`src/design/gc_pkg.sv`:
```
// Shared types, register map and helper functions for the GPIO controller.
package gc_pkg;

  localparam int PIN_COUNT  = 54;
  localparam int WORD_W     = 32;
  localparam int HI_W       = PIN_COUNT - WORD_W;
  localparam int OFS_W      = 6;

  localparam int FSEL_WORDS = 6;
  localparam int FSEL_PINS  = 10;
  localparam int FSEL_BITS  = 3;
  localparam int FSEL_W     = FSEL_PINS * FSEL_BITS;
  localparam int FSEL_IDX_W = $clog2(FSEL_WORDS);

  localparam int PULL_WORDS = 4;
  localparam int PULL_PINS  = 16;
  localparam int PULL_BITS  = 2;
  localparam int PULL_IDX_W = $clog2(PULL_WORDS);

  localparam logic [FSEL_BITS-1:0] FSEL_CODE_OUT = 3'h1;

  // Register word offsets (byte offset / 4)
  localparam logic [OFS_W-1:0] OFS_FSEL_END = OFS_W'(FSEL_WORDS);
  localparam logic [OFS_W-1:0] OFS_SET      = 6'd7;
  localparam logic [OFS_W-1:0] OFS_CLR      = 6'd10;
  localparam logic [OFS_W-1:0] OFS_LEV      = 6'd13;
  localparam logic [OFS_W-1:0] OFS_EDS      = 6'd16;
  localparam logic [OFS_W-1:0] OFS_REN      = 6'd19;
  localparam logic [OFS_W-1:0] OFS_FEN      = 6'd22;
  localparam logic [OFS_W-1:0] OFS_HEN      = 6'd25;
  localparam logic [OFS_W-1:0] OFS_LEN      = 6'd28;
  localparam logic [OFS_W-1:0] OFS_PULL     = 6'd57;
  localparam logic [OFS_W-1:0] OFS_PULL_END = OFS_PULL + OFS_W'(PULL_WORDS);

  typedef enum logic [1:0] {
    CMD_READ  = 2'd0,
    CMD_WRITE = 2'd1,
    CMD_TICK  = 2'd2
  } gc_cmd_t;

  typedef logic [PIN_COUNT-1:0] gc_pins_t;

  typedef struct packed {
    logic [1:0]        cmd;
    logic [OFS_W-1:0]  reg_offset;
    logic [WORD_W-1:0] write_data;
    logic [WORD_W-1:0] pins_in_low;
    logic [HI_W-1:0]   pins_in_high;
  } gc_item_t;

  typedef struct packed {
    logic [WORD_W-1:0] read_data;
    logic [WORD_W-1:0] drive_low;
    logic [HI_W-1:0]   drive_high;
    logic [WORD_W-1:0] out_enable_low;
    logic [HI_W-1:0]   out_enable_high;
    logic              irq;
  } gc_result_t;

  function automatic logic in_pair(logic [OFS_W-1:0] off, logic [OFS_W-1:0] base);
    return (off == base) || (off == (base + 6'd1));
  endfunction

  function automatic logic [FSEL_W-1:0] fsel_mask(int w);
    logic [FSEL_W-1:0] m;
    m = '0;
    for (int i = 0; i < FSEL_PINS; i++) begin
      if (w * FSEL_PINS + i < PIN_COUNT) m[i*FSEL_BITS +: FSEL_BITS] = '1;
    end
    return m;
  endfunction

  function automatic logic [WORD_W-1:0] pull_mask(int w);
    logic [WORD_W-1:0] m;
    m = '0;
    for (int i = 0; i < PULL_PINS; i++) begin
      if (w * PULL_PINS + i < PIN_COUNT) m[i*PULL_BITS +: PULL_BITS] = '1;
    end
    return m;
  endfunction

  // Place a bus word into the low or high bank of a pin vector
  function automatic gc_pins_t put_half(gc_pins_t r, logic bank, logic [WORD_W-1:0] d);
    gc_pins_t hm;
    gc_pins_t wd;
    hm = '0;
    wd = '0;
    if (bank) begin
      hm[PIN_COUNT-1:WORD_W] = '1;
      wd[PIN_COUNT-1:WORD_W] = d[HI_W-1:0];
    end else begin
      hm[WORD_W-1:0] = '1;
      wd[WORD_W-1:0] = d;
    end
    return (r & ~hm) | (wd & hm);
  endfunction

  function automatic logic [WORD_W-1:0] half_of(gc_pins_t r, logic bank);
    return bank ? WORD_W'(r[PIN_COUNT-1:WORD_W]) : r[WORD_W-1:0];
  endfunction

endpackage

```
`src/design/gc_if.sv`:
```
// Valid/ready channel interfaces for bus/tick words in and result words out.
interface gc_in_if;
  logic                             valid;
  logic                             ready;
  logic [1:0]                       cmd;
  logic [gc_pkg::OFS_W-1:0]         reg_offset;
  logic [gc_pkg::WORD_W-1:0]        write_data;
  logic [gc_pkg::WORD_W-1:0]        pins_in_low;
  logic [gc_pkg::HI_W-1:0]          pins_in_high;

  modport source (output valid, cmd, reg_offset, write_data, pins_in_low, pins_in_high,
                  input ready);
  modport sink (input valid, cmd, reg_offset, write_data, pins_in_low, pins_in_high,
                output ready);
endinterface

interface gc_out_if;
  logic                             valid;
  logic                             ready;
  logic [gc_pkg::WORD_W-1:0]        read_data;
  logic [gc_pkg::WORD_W-1:0]        drive_low;
  logic [gc_pkg::HI_W-1:0]          drive_high;
  logic [gc_pkg::WORD_W-1:0]        out_enable_low;
  logic [gc_pkg::HI_W-1:0]          out_enable_high;
  logic                             irq;

  modport source (output valid, read_data, drive_low, drive_high, out_enable_low,
                  out_enable_high, irq, input ready);
  modport sink (input valid, read_data, drive_low, drive_high, out_enable_low,
                out_enable_high, irq, output ready);
endinterface

```
`src/design/gc_in_stage.sv`:
```
// Input register stage: captures one word per cycle, holds it while downstream stalls.
module gc_in_stage (
  input  logic             clk,
  input  logic             rst_n,
  gc_in_if.sink            in_ch,
  input  logic             adv,
  output logic             vld,
  output gc_pkg::gc_item_t item
);

  logic             vld_r;
  logic             vld_nxt;
  gc_pkg::gc_item_t item_r;
  logic             take;

  assign in_ch.ready = !vld_r || adv;
  assign take        = in_ch.valid && in_ch.ready;

  always_comb begin
    vld_nxt = vld_r;
    if (take) begin
      vld_nxt = 1'b1;
    end else if (adv) begin
      vld_nxt = 1'b0;
    end
  end

  always_ff @(posedge clk) begin
    if (!rst_n) begin
      vld_r <= 1'b0;
    end else begin
      vld_r <= vld_nxt;
    end
  end

  always_ff @(posedge clk) begin
    if (take) begin
      item_r <= '{cmd:          in_ch.cmd,
                  reg_offset:   in_ch.reg_offset,
                  write_data:   in_ch.write_data,
                  pins_in_low:  in_ch.pins_in_low,
                  pins_in_high: in_ch.pins_in_high};
    end
  end

  assign vld  = vld_r;
  assign item = item_r;

endmodule

```
`src/design/gc_core.sv`:
```
// GPIO register file, event detection and next-result logic.
module gc_core (
  input  logic               clk,
  input  logic               rst_n,
  input  logic               go,
  input  gc_pkg::gc_item_t   item,
  output gc_pkg::gc_result_t result
);

  logic [gc_pkg::FSEL_W-1:0] fsel_r   [gc_pkg::FSEL_WORDS];
  logic [gc_pkg::FSEL_W-1:0] fsel_nxt [gc_pkg::FSEL_WORDS];
  logic [gc_pkg::WORD_W-1:0] pull_r   [gc_pkg::PULL_WORDS];
  logic [gc_pkg::WORD_W-1:0] pull_nxt [gc_pkg::PULL_WORDS];

  gc_pkg::gc_pins_t latch_r, latch_nxt;
  gc_pkg::gc_pins_t eds_r, eds_nxt;
  gc_pkg::gc_pins_t ren_r, ren_nxt;
  gc_pkg::gc_pins_t fen_r, fen_nxt;
  gc_pkg::gc_pins_t hen_r, hen_nxt;
  gc_pkg::gc_pins_t len_r, len_nxt;
  gc_pkg::gc_pins_t lev_r, lev_nxt;

  logic [gc_pkg::OFS_W-1:0]      off;
  logic [gc_pkg::OFS_W-1:0]      pull_rel;
  logic [gc_pkg::FSEL_IDX_W-1:0] fsel_idx;
  logic [gc_pkg::PULL_IDX_W-1:0] pull_idx;
  logic                          fsel_hit;
  logic                          pull_hit;
  logic [gc_pkg::WORD_W-1:0]     d;
  logic [gc_pkg::WORD_W-1:0]     rd;
  gc_pkg::gc_pins_t              lv;
  gc_pkg::gc_pins_t              hit;
  gc_pkg::gc_pins_t              oe;

  assign off      = item.reg_offset;
  assign d        = item.write_data;
  assign pull_rel = off - gc_pkg::OFS_PULL;
  assign fsel_idx = off[gc_pkg::FSEL_IDX_W-1:0];
  assign pull_idx = pull_rel[gc_pkg::PULL_IDX_W-1:0];
  assign fsel_hit = off < gc_pkg::OFS_FSEL_END;
  assign pull_hit = (off >= gc_pkg::OFS_PULL) && (off < gc_pkg::OFS_PULL_END);
  assign lv       = {item.pins_in_high, item.pins_in_low};
  assign hit      = (lv & ~lev_r & ren_r) | (~lv & lev_r & fen_r) |
                    (lv & hen_r) | (~lv & len_r);

  // Register read, from state before this word
  always_comb begin
    rd = '0;
    if (fsel_hit) begin
      rd = gc_pkg::WORD_W'(fsel_r[fsel_idx]);
    end else if (gc_pkg::in_pair(off, gc_pkg::OFS_LEV)) begin
      rd = gc_pkg::half_of(lev_r, off != gc_pkg::OFS_LEV);
    end else if (gc_pkg::in_pair(off, gc_pkg::OFS_EDS)) begin
      rd = gc_pkg::half_of(eds_r, off != gc_pkg::OFS_EDS);
    end else if (gc_pkg::in_pair(off, gc_pkg::OFS_REN)) begin
      rd = gc_pkg::half_of(ren_r, off != gc_pkg::OFS_REN);
    end else if (gc_pkg::in_pair(off, gc_pkg::OFS_FEN)) begin
      rd = gc_pkg::half_of(fen_r, off != gc_pkg::OFS_FEN);
    end else if (gc_pkg::in_pair(off, gc_pkg::OFS_HEN)) begin
      rd = gc_pkg::half_of(hen_r, off != gc_pkg::OFS_HEN);
    end else if (gc_pkg::in_pair(off, gc_pkg::OFS_LEN)) begin
      rd = gc_pkg::half_of(len_r, off != gc_pkg::OFS_LEN);
    end else if (pull_hit) begin
      rd = pull_r[pull_idx];
    end
  end

  always_comb begin
    fsel_nxt  = fsel_r;
    pull_nxt  = pull_r;
    latch_nxt = latch_r;
    eds_nxt   = eds_r;
    ren_nxt   = ren_r;
    fen_nxt   = fen_r;
    hen_nxt   = hen_r;
    len_nxt   = len_r;
    lev_nxt   = lev_r;
    if (go) begin
      case (item.cmd)
        gc_pkg::CMD_WRITE: begin
          if (fsel_hit) begin
            for (int w = 0; w < gc_pkg::FSEL_WORDS; w++) begin
              if (fsel_idx == gc_pkg::FSEL_IDX_W'(w)) begin
                fsel_nxt[w] = d[gc_pkg::FSEL_W-1:0] & gc_pkg::fsel_mask(w);
              end
            end
          end else if (gc_pkg::in_pair(off, gc_pkg::OFS_SET)) begin
            latch_nxt = latch_r | gc_pkg::put_half('0, off != gc_pkg::OFS_SET, d);
          end else if (gc_pkg::in_pair(off, gc_pkg::OFS_CLR)) begin
            latch_nxt = latch_r & ~gc_pkg::put_half('0, off != gc_pkg::OFS_CLR, d);
          end else if (gc_pkg::in_pair(off, gc_pkg::OFS_EDS)) begin
            // write ones to clear
            eds_nxt = eds_r & ~gc_pkg::put_half('0, off != gc_pkg::OFS_EDS, d);
          end else if (gc_pkg::in_pair(off, gc_pkg::OFS_REN)) begin
            ren_nxt = gc_pkg::put_half(ren_r, off != gc_pkg::OFS_REN, d);
          end else if (gc_pkg::in_pair(off, gc_pkg::OFS_FEN)) begin
            fen_nxt = gc_pkg::put_half(fen_r, off != gc_pkg::OFS_FEN, d);
          end else if (gc_pkg::in_pair(off, gc_pkg::OFS_HEN)) begin
            hen_nxt = gc_pkg::put_half(hen_r, off != gc_pkg::OFS_HEN, d);
          end else if (gc_pkg::in_pair(off, gc_pkg::OFS_LEN)) begin
            len_nxt = gc_pkg::put_half(len_r, off != gc_pkg::OFS_LEN, d);
          end else if (pull_hit) begin
            for (int w = 0; w < gc_pkg::PULL_WORDS; w++) begin
              if (pull_idx == gc_pkg::PULL_IDX_W'(w)) begin
                pull_nxt[w] = d & gc_pkg::pull_mask(w);
              end
            end
          end
        end
        gc_pkg::CMD_TICK: begin
          eds_nxt = eds_r | hit;
          lev_nxt = lv;
        end
        default: ;
      endcase
    end
  end

  // Output enables from the updated function select
  always_comb begin
    oe = '0;
    for (int w = 0; w < gc_pkg::FSEL_WORDS; w++) begin
      for (int i = 0; i < gc_pkg::FSEL_PINS; i++) begin
        if (w * gc_pkg::FSEL_PINS + i < gc_pkg::PIN_COUNT) begin
          oe[w*gc_pkg::FSEL_PINS + i] =
            fsel_nxt[w][i*gc_pkg::FSEL_BITS +: gc_pkg::FSEL_BITS] == gc_pkg::FSEL_CODE_OUT;
        end
      end
    end
  end

  always_comb begin
    result.read_data       = (item.cmd == gc_pkg::CMD_READ) ? rd : '0;
    result.drive_low       = latch_nxt[gc_pkg::WORD_W-1:0];
    result.drive_high      = latch_nxt[gc_pkg::PIN_COUNT-1:gc_pkg::WORD_W];
    result.out_enable_low  = oe[gc_pkg::WORD_W-1:0];
    result.out_enable_high = oe[gc_pkg::PIN_COUNT-1:gc_pkg::WORD_W];
    result.irq             = |eds_nxt;
  end

  always_ff @(posedge clk) begin
    if (!rst_n) begin
      for (int w = 0; w < gc_pkg::FSEL_WORDS; w++) fsel_r[w] <= '0;
      for (int w = 0; w < gc_pkg::PULL_WORDS; w++) pull_r[w] <= '0;
      latch_r <= '0;
      eds_r   <= '0;
      ren_r   <= '0;
      fen_r   <= '0;
      hen_r   <= '0;
      len_r   <= '0;
      lev_r   <= '0;
    end else begin
      fsel_r  <= fsel_nxt;
      pull_r  <= pull_nxt;
      latch_r <= latch_nxt;
      eds_r   <= eds_nxt;
      ren_r   <= ren_nxt;
      fen_r   <= fen_nxt;
      hen_r   <= hen_nxt;
      len_r   <= len_nxt;
      lev_r   <= lev_nxt;
    end
  end

endmodule

```
`src/design/gpio_controller_with_event_detect.sv`:
```
// GPIO register block with event detection: input stage, register core, result register.
// An accepted word waits in the input register until it advances to the result register.
// Throughput: one word per cycle while results are taken; the input register and the
// result register let a new word in while a finished result still waits to be taken.
// Reset (synchronous, active low) clears all GPIO registers, the pin level history and
// both stage valids.
module gpio_controller_with_event_detect (
  input  logic     clk,
  input  logic     rst_n,
  gc_in_if.sink    in_ch,
  gc_out_if.source out_ch
);

  logic               s1_v;
  gc_pkg::gc_item_t   s1_item;
  logic               adv;
  gc_pkg::gc_result_t res;
  gc_pkg::gc_result_t res_r;
  logic               out_v_r;
  logic               out_v_nxt;

  assign adv = s1_v && (!out_v_r || out_ch.ready);

  gc_in_stage u_in (
    .clk   (clk),
    .rst_n (rst_n),
    .in_ch (in_ch),
    .adv   (adv),
    .vld   (s1_v),
    .item  (s1_item)
  );

  gc_core u_core (
    .clk    (clk),
    .rst_n  (rst_n),
    .go     (adv),
    .item   (s1_item),
    .result (res)
  );

  always_comb begin
    out_v_nxt = out_v_r;
    if (adv) begin
      out_v_nxt = 1'b1;
    end else if (out_ch.ready) begin
      out_v_nxt = 1'b0;
    end
  end

  always_ff @(posedge clk) begin
    if (!rst_n) begin
      out_v_r <= 1'b0;
    end else begin
      out_v_r <= out_v_nxt;
    end
  end

  always_ff @(posedge clk) begin
    if (adv) begin
      res_r <= res;
    end
  end

  assign out_ch.valid           = out_v_r;
  assign out_ch.read_data       = res_r.read_data;
  assign out_ch.drive_low       = res_r.drive_low;
  assign out_ch.drive_high      = res_r.drive_high;
  assign out_ch.out_enable_low  = res_r.out_enable_low;
  assign out_ch.out_enable_high = res_r.out_enable_high;
  assign out_ch.irq             = res_r.irq;

  a_reset_empty : assert property (@(posedge clk) !rst_n |=> !out_v_r && !s1_v)
    else $error("pipeline not empty after reset");

  a_nonread_zero : assert property (@(posedge clk) disable iff (!rst_n)
    adv && (s1_item.cmd != gc_pkg::CMD_READ) |=> res_r.read_data == '0)
    else $error("non-read word returned read data");

  a_empty_ready : assert property (@(posedge clk) disable iff (!rst_n)
    !s1_v |-> in_ch.ready)
    else $error("input stalled with empty stage");

  a_adv_fills : assert property (@(posedge clk) disable iff (!rst_n)
    adv |=> out_v_r)
    else $error("advanced word lost before result register");

endmodule
```
`src/flat_wrapper.sv`:
```
// flat-port wrapper written by rule: the top's interface ports become plain ports
module gpio_controller_with_event_detect_flat 
  (clk, rst_n, in_ch_valid, in_ch_cmd, in_ch_reg_offset, in_ch_write_data, in_ch_pins_in_low, in_ch_pins_in_high, in_ch_ready, out_ch_valid, out_ch_read_data, out_ch_drive_low, out_ch_drive_high, out_ch_out_enable_low, out_ch_out_enable_high, out_ch_irq, out_ch_ready);
  gc_in_if in_ch_i ();
  gc_out_if out_ch_i ();
  input  logic clk;
  input  logic rst_n;
  input wire logic [$bits(in_ch_i.valid)-1:0] in_ch_valid;
  input wire logic [$bits(in_ch_i.cmd)-1:0] in_ch_cmd;
  input wire logic [$bits(in_ch_i.reg_offset)-1:0] in_ch_reg_offset;
  input wire logic [$bits(in_ch_i.write_data)-1:0] in_ch_write_data;
  input wire logic [$bits(in_ch_i.pins_in_low)-1:0] in_ch_pins_in_low;
  input wire logic [$bits(in_ch_i.pins_in_high)-1:0] in_ch_pins_in_high;
  output wire logic [$bits(in_ch_i.ready)-1:0] in_ch_ready;
  output wire logic [$bits(out_ch_i.valid)-1:0] out_ch_valid;
  output wire logic [$bits(out_ch_i.read_data)-1:0] out_ch_read_data;
  output wire logic [$bits(out_ch_i.drive_low)-1:0] out_ch_drive_low;
  output wire logic [$bits(out_ch_i.drive_high)-1:0] out_ch_drive_high;
  output wire logic [$bits(out_ch_i.out_enable_low)-1:0] out_ch_out_enable_low;
  output wire logic [$bits(out_ch_i.out_enable_high)-1:0] out_ch_out_enable_high;
  output wire logic [$bits(out_ch_i.irq)-1:0] out_ch_irq;
  input wire logic [$bits(out_ch_i.ready)-1:0] out_ch_ready;
  assign in_ch_i.valid = in_ch_valid;
  assign in_ch_i.cmd = in_ch_cmd;
  assign in_ch_i.reg_offset = in_ch_reg_offset;
  assign in_ch_i.write_data = in_ch_write_data;
  assign in_ch_i.pins_in_low = in_ch_pins_in_low;
  assign in_ch_i.pins_in_high = in_ch_pins_in_high;
  assign in_ch_ready = in_ch_i.ready;
  assign out_ch_valid = out_ch_i.valid;
  assign out_ch_read_data = out_ch_i.read_data;
  assign out_ch_drive_low = out_ch_i.drive_low;
  assign out_ch_drive_high = out_ch_i.drive_high;
  assign out_ch_out_enable_low = out_ch_i.out_enable_low;
  assign out_ch_out_enable_high = out_ch_i.out_enable_high;
  assign out_ch_irq = out_ch_i.irq;
  assign out_ch_i.ready = out_ch_ready;
  gpio_controller_with_event_detect u_core (.clk(clk), .rst_n(rst_n), .in_ch(in_ch_i), .out_ch(out_ch_i));
endmodule
```
`config.mk`:
```
export PLATFORM = sky130hd
export DESIGN_NAME = gpio_controller_with_event_detect_flat
export DESIGN_NICKNAME = d
export VERILOG_FILES = /design/src/design/gc_pkg.sv /design/src/design/gc_if.sv /design/src/design/gc_in_stage.sv /design/src/design/gc_core.sv /design/src/design/gpio_controller_with_event_detect.sv /design/src/flat_wrapper.sv
export SDC_FILE = /design/constraint.sdc
export NUM_CORES = 2
export LEC_CHECK = 0
export BUFFER_PORTS_ARGS = -buffer_cell sky130_fd_sc_hd__buf_2
export CAP_MARGIN = 30
export CORE_MARGIN = 4
export CORE_UTILIZATION = 35
export CTS_CLUSTER_DIAMETER = 120
export CTS_CLUSTER_SIZE = 28
export DETAILED_ROUTE_END_ITERATION = 10
export GPL_TIMING_DRIVEN = 0
export SLEW_MARGIN = 10
export SYNTH_ARGS = -nofsm -noshare
export SYNTH_HDL_FRONTEND = slang
export SYNTH_SLANG_ARGS = --single-unit
```
`constraint.sdc`:
```
create_clock -name clk -period 8.3 [get_ports clk]
set_input_delay 0.415 -clock clk [delete_from_list [all_inputs] [get_ports clk]]
set_output_delay 0.415 -clock clk [all_outputs]
set_load 0.05 [all_outputs]
```
# Yosys cells after proc, flatten, opt, wreduce, memory -nomap -nowiden
# Index checks and enable logic that the tools add are counted.
[classes]
add_sub_neg = 1
order_cmp = 5
eq_ne = 88
muxes = 340
bitwise_logic = 57
n_reduce_logical = 32
[op_table]
columns = ["cell", "count"]
rows = [
  ["$mux 32", 127],
  ["$mux 22", 112],
  ["$and 54x54->54", 19],
  ["$mux 180", 3],
  ["$mux 54", 10],
  ["$or 54x54->54", 9],
  ["$not 54->54", 8],
  ["$mux 30", 9],
  ["$eq 3x1->1 const B", 55],
  ["$and 30x30->30", 5],
  ["$pmux 54 s2", 1],
  ["$and 32x32->32", 3],
  ["$mux 2", 48],
  ["$bmux 30 s3", 1],
  ["$mux 3", 24],
  ["$bmux 32 s2", 1],
  ["$eq 6x5->1 const B", 10],
  ["$reduce_or 54->1", 1],
  ["$reduce_and 12->1", 4],
  ["$and 32x12->32", 1],
  ["$and 30x12->30", 1],
  ["$eq 6x4->1 const B", 5],
  ["$ne 6x5->1 const B", 5],
  ["$ne 6x4->1 const B", 2],
  ["29 further kinds", 59],
]
[totals]
regBits = 923
in_bits = 98
output_inout_bits = 143
word_cells = 555

# Depth between registers and ports, before layout
[logic_depth]
depth_word = 18
depth_mapped = 16
ltp_nobuf = 9

# Modules after synthesis
# A second synthesis with hierarchy kept.
[hier_totals]
cells_unflattened = 4258
hier_area_um2 = 38092.8
[modules_own_cells]
columns = ["mod", "instances", "cells_per_inst", "area_per_inst_um2", "seq_area_each_um2"]
rows = [
  ["gc_core", 1, 4014, 30930.9, 12972.4],
  ["gpio_controller_with_event_detect", 1, 145, 4281.6, 4254.1],
  ["gc_in_stage", 1, 99, 2880.3, 2842.7],
]

# Least setup slack after synthesis
# No wires, ideal clock.
[synth_timing]
path_kind = "register -> register"
from = "register u_core.out_v_r (netlist: u_core.out_ch.valid)"
to = "register u_core.u_core.lev_r[10]"
arrival_time_ps = 8548
path_slack_ps = -370
stages_incl_launch_ff = 8
path_cell_list = "dfxtp_1 > nor2b_1 > clkbuf_1 > nor2_1 > nand2_1 > clkbuf_1 > nand2_1 > a21boi_0"
[synth_between]
elab_chain_cells = 4
[synth_rtl]
columns = ["element", "line", "source"]
rows = [
  ["start, declared", "gpio_controller_with_event_detect.sv:19", "logic out_v_r;"],
  ["start signal, assigned", "gpio_controller_with_event_detect.sv:54", "out_v_r <= out_v_nxt;"],
  ["$logic_not 1->1", "gpio_controller_with_event_detect.sv:22", "assign adv = s1_v && (!out_v_r || out_ch.ready);"],
  ["$logic_or 1x1->1", "gpio_controller_with_event_detect.sv:22", ""],
  ["$logic_and 1x1->1", "gpio_controller_with_event_detect.sv:22", ""],
  ["net u_core.adv", "gpio_controller_with_event_detect.sv:16", "logic adv;"],
  ["$reduce_and 2->1 (no line)", "--", ""],
  ["end signal, assigned", "gc_core.sv:161", "lev_r <= lev_nxt;"],
  ["end, declared", "gc_core.sv:21", "gc_pkg::gc_pins_t lev_r, lev_nxt;"],
]
# The timed path passes the listed nets, and every way through them passes these cells.
# A chain may end at the register's enable or synchronous reset.

==> out/results.tsv <==
stage	metric	value	unit
run_status	outcome	finished clean	
drt	Initial DRT Pass Iterations	7	
power_and_ir_drop	pwr dens	170	nW/um2
floorplanning	core area	112000	um2
floorplanning	Site Rows	123	
power_and_ir_drop	Internal	5620	uW
timing	Worst slew margin	0.215	
logic_synthesis	top cell type's share of synthesized area	0.328	
global_route	GRT Util Overall	0.292	
timing	Slew Limit Fails	0	
timing	RSZ-0062 raised after global routing	no	
logic_synthesis	Post-synth EDFFs	235	
clock_tree	post-CTS setup buffer count	0	
floorplanning	I/O pins	241	
cells_and_area	Layout Nets	4921	
cells_and_area	share of cells above drive strength 1	0.0928	
timing	period utilization	0.775	
clock_tree	Root Driver	clkbuf_16	
timing	Fin Clk Skew	32.5	ps
logic_synthesis	Yosys reg bits	885	
critical_path	cells on worst reg2reg path	12	
drt	WL/cell	28.4	um
power_and_ir_drop	Logic pwr share	0.102	
drt	post-DR vias/cell	5.73	
critical_path	kind of critical path	flop to flop	
power_and_ir_drop	sequential power share	0.589	
logic_synthesis	Netlist Area Pre-Place	39700	um2
global_route	antenna violations before repair	14	
global_route	vias in the first global route	33800	
logic_synthesis	Net Count, Synth	4507	
power_and_ir_drop	Clk pwr share	0.309	
logic_synthesis	dominant cell type by area after synthesis	dfxtp_1	
drt	vias post-DR	36300	
critical_path	crit path max fanout	12	
logic_synthesis	ys flop type	dfxtp_1	
global_route	pin count of the biggest net entering global routing	50	
critical_path	Req. time, crit path	8890	ps
logic_synthesis	Cells after Synth	4401	
clock_tree	H-tree depth	2	
timing	worst slew pin tran	1180	ps
drt	DRT iter0 DRCs	4830	
cells_and_area	P&R area growth vs syn	14.3	%
drt	DRC Markers	0	
hold_path	Worst Hold Endpoint	u_core.u_in.item[22]	
logic_synthesis	Async SR Flop Fraction	0	
timing	fmax	156	MHz
timing	Final Hold Viols	0	
hold_path	HP Class	input port to flop	
clock_tree	Sink Count	885	
cells_and_area	Layout Utilization	0.403	
placed_design	Inst Count DP	6182	
clock_tree	CTS tree	built	
clock_tree	Clock Latency Late Sink	660	ps
power_and_ir_drop	Max VDD drop	0.000119	V
critical_path	Worst setup SP type	flop	
clock_tree	Worst-path clk slew	120	ps
logic_synthesis	syn_area_per_cell	9.02	um2
floorplanning	Starting Density	0.353	
logic_synthesis	Synth area leaders	dfxtp_1 (33%), edfxtp_1 (18%), nand2_1 (11%)	
cells_and_area	commonest non-fill, non-tap cell in the layout	nand2_1	
floorplanning	Die Width	345	um
cells_and_area	commonest cells after routing, fill and taps aside	nand2_1 (1,141), dfxtp_1 (650), a21boi_0 (465)	
power_and_ir_drop	Net Sw Frac	0.273	
critical_path	Setup crit end kind	flop	
drt	Antenna Violating Nets Remaining	0	
critical_path	setup slack, reg-to-reg	1870	ps
logic_synthesis	sequential-to-total area share from yosys stat	0.506	
timing	Final Critical Period	6430	ps
drt	Post-Route WL	180000	um
placed_design	IO buf count	239	
critical_path	reg2reg start	u_core.u_in.item[86]	
run	max cap viols	0	
critical_path	crit path DAT	7020	ps
global_route	global-route wire length before repair	249000	um
clock_tree	PostCTS Resize Cnt	0	
power_and_ir_drop	NetSw	2110	uW
global_route	global route overflow	0	
clock_tree	# hold bufs at CTS	92	
hold_path	min-delay src	in_ch_pins_in_low[0]	
clock_tree	Num CTS Buffers	37	
floorplanning	Die Ht	345	um
cells_and_area	Final Non-Filler Cells	6340	
hold_path	Hold Crit Depth	1	
logic_synthesis	Synth Warn #	0	
logic_synthesis	Yosys cell types	73	
floorplanning	Die Area	119000	um2
power_and_ir_drop	Leak	0.0152	uW
placed_design	routability cong.	1.04	
clock_tree	Bufs on Longest Clock Path	3	
timing	Final Setup Violations	0	
placed_design	dpl hpwl	137000	um
how the worst max path moves through the flow:
stage | from | end | slack [ps] | cells past startpoint
after floorplan | u_core.out_ch.valid | u_core.u_core.lev_r[10] | 2370 | 7
after global placement | out_ch_ready | u_core.u_core.lev_r[15] | -1780 | 8
after detailed placement | u_core.u_in.item[86] | flop | 2360 | 12
after CTS | u_core.u_in.item[86] | flop | 2340 | 12
after global routing | u_core.u_in.item[86] | flop | 2000 | 12
final | u_core.u_in.item[86] | flop | 1870 | 12
area by class of cell:
type	count	area (um2)
Fill cell	11400	67100
Multi-Input combinational cell	3074	17900
Tap cell	1500	1880
Sequential cell	885	20100
Buffer	379	1500
Inverter	63	236
Clock buffer	61	1080
Timing Repair Buffer	375	2690
Clock inverter	2	17.5
Antenna cell	1	2.50
kinds of logic after synthesis:
kind of cell	after synthesis	synth area share
simple gates	1688	0.187
mux	152	0.0516
flops	885	0.506
fa+ha+maj	8	0.00252
buf+inv	442	0.0437
compound gates	1226	0.209
stage by stage:
step	hold WS (ps)	setup slack [ps]	power [uW]	setup TNS, ps	cell area, um2
after floorplan	440	2370	5010	0	39700
after global placement	448	-1780	5360	-87600	42800
after CTS	8.48	2340	7720	0	45400
after global routing	3.11	2000	7910	0	45400
final	17.1	1870	7730	0	45400
after detailed placement	458	2360	5380	0	43400
power by group through the flow:
stage | logic [uW] | registers (uW) | clock network (uW)
6_report | 785 | 4560 | 2390
5_1_grt | 800 | 4560 | 2550
4_1_cts | 763 | 4550 | 2410
3_5_place_dp | 727 | 4650 | 0
3_3_place_gp | 701 | 4660 | 0
2_1_floorplan | 286 | 4720 | 0
worst max-delay path, cell delays in order, from the launching register on:
cell	delay, ps
edfxtp_1	550
clkbuf_1	490
inv_1	220
clkbuf_1	370
clkbuf_1	580
ha_1	380
clkbuf_1	730
nand2_1	650
buf_2	510
nor3_2	790
clkbuf_1	790
nand2_1	110
a21boi_0	180
synth_stat cells (62+ instances only):
master,count
nand3_1,90
nor2_1,116
nand2_1,1141
edfxtp_1,235
dfxtp_1,650
a21oi_1,198
clkbuf_1,299
o21ai_0,198
and2_1,110
mux2i_1,108
a31oi_1,84
nor2b_1,63
a21boi_0,465
inv_1,62
metal layers:
layer	track usage	part of all wire	vias to the layer above
li1	-	-	16100
met1	0.379	0.40	17800
met2	0.448	0.43	1983
met3	0.0697	0.10	425
met4	0.163	0.066	14
met5	0	0.00051	-
Power figures use the tool's default switching activity.
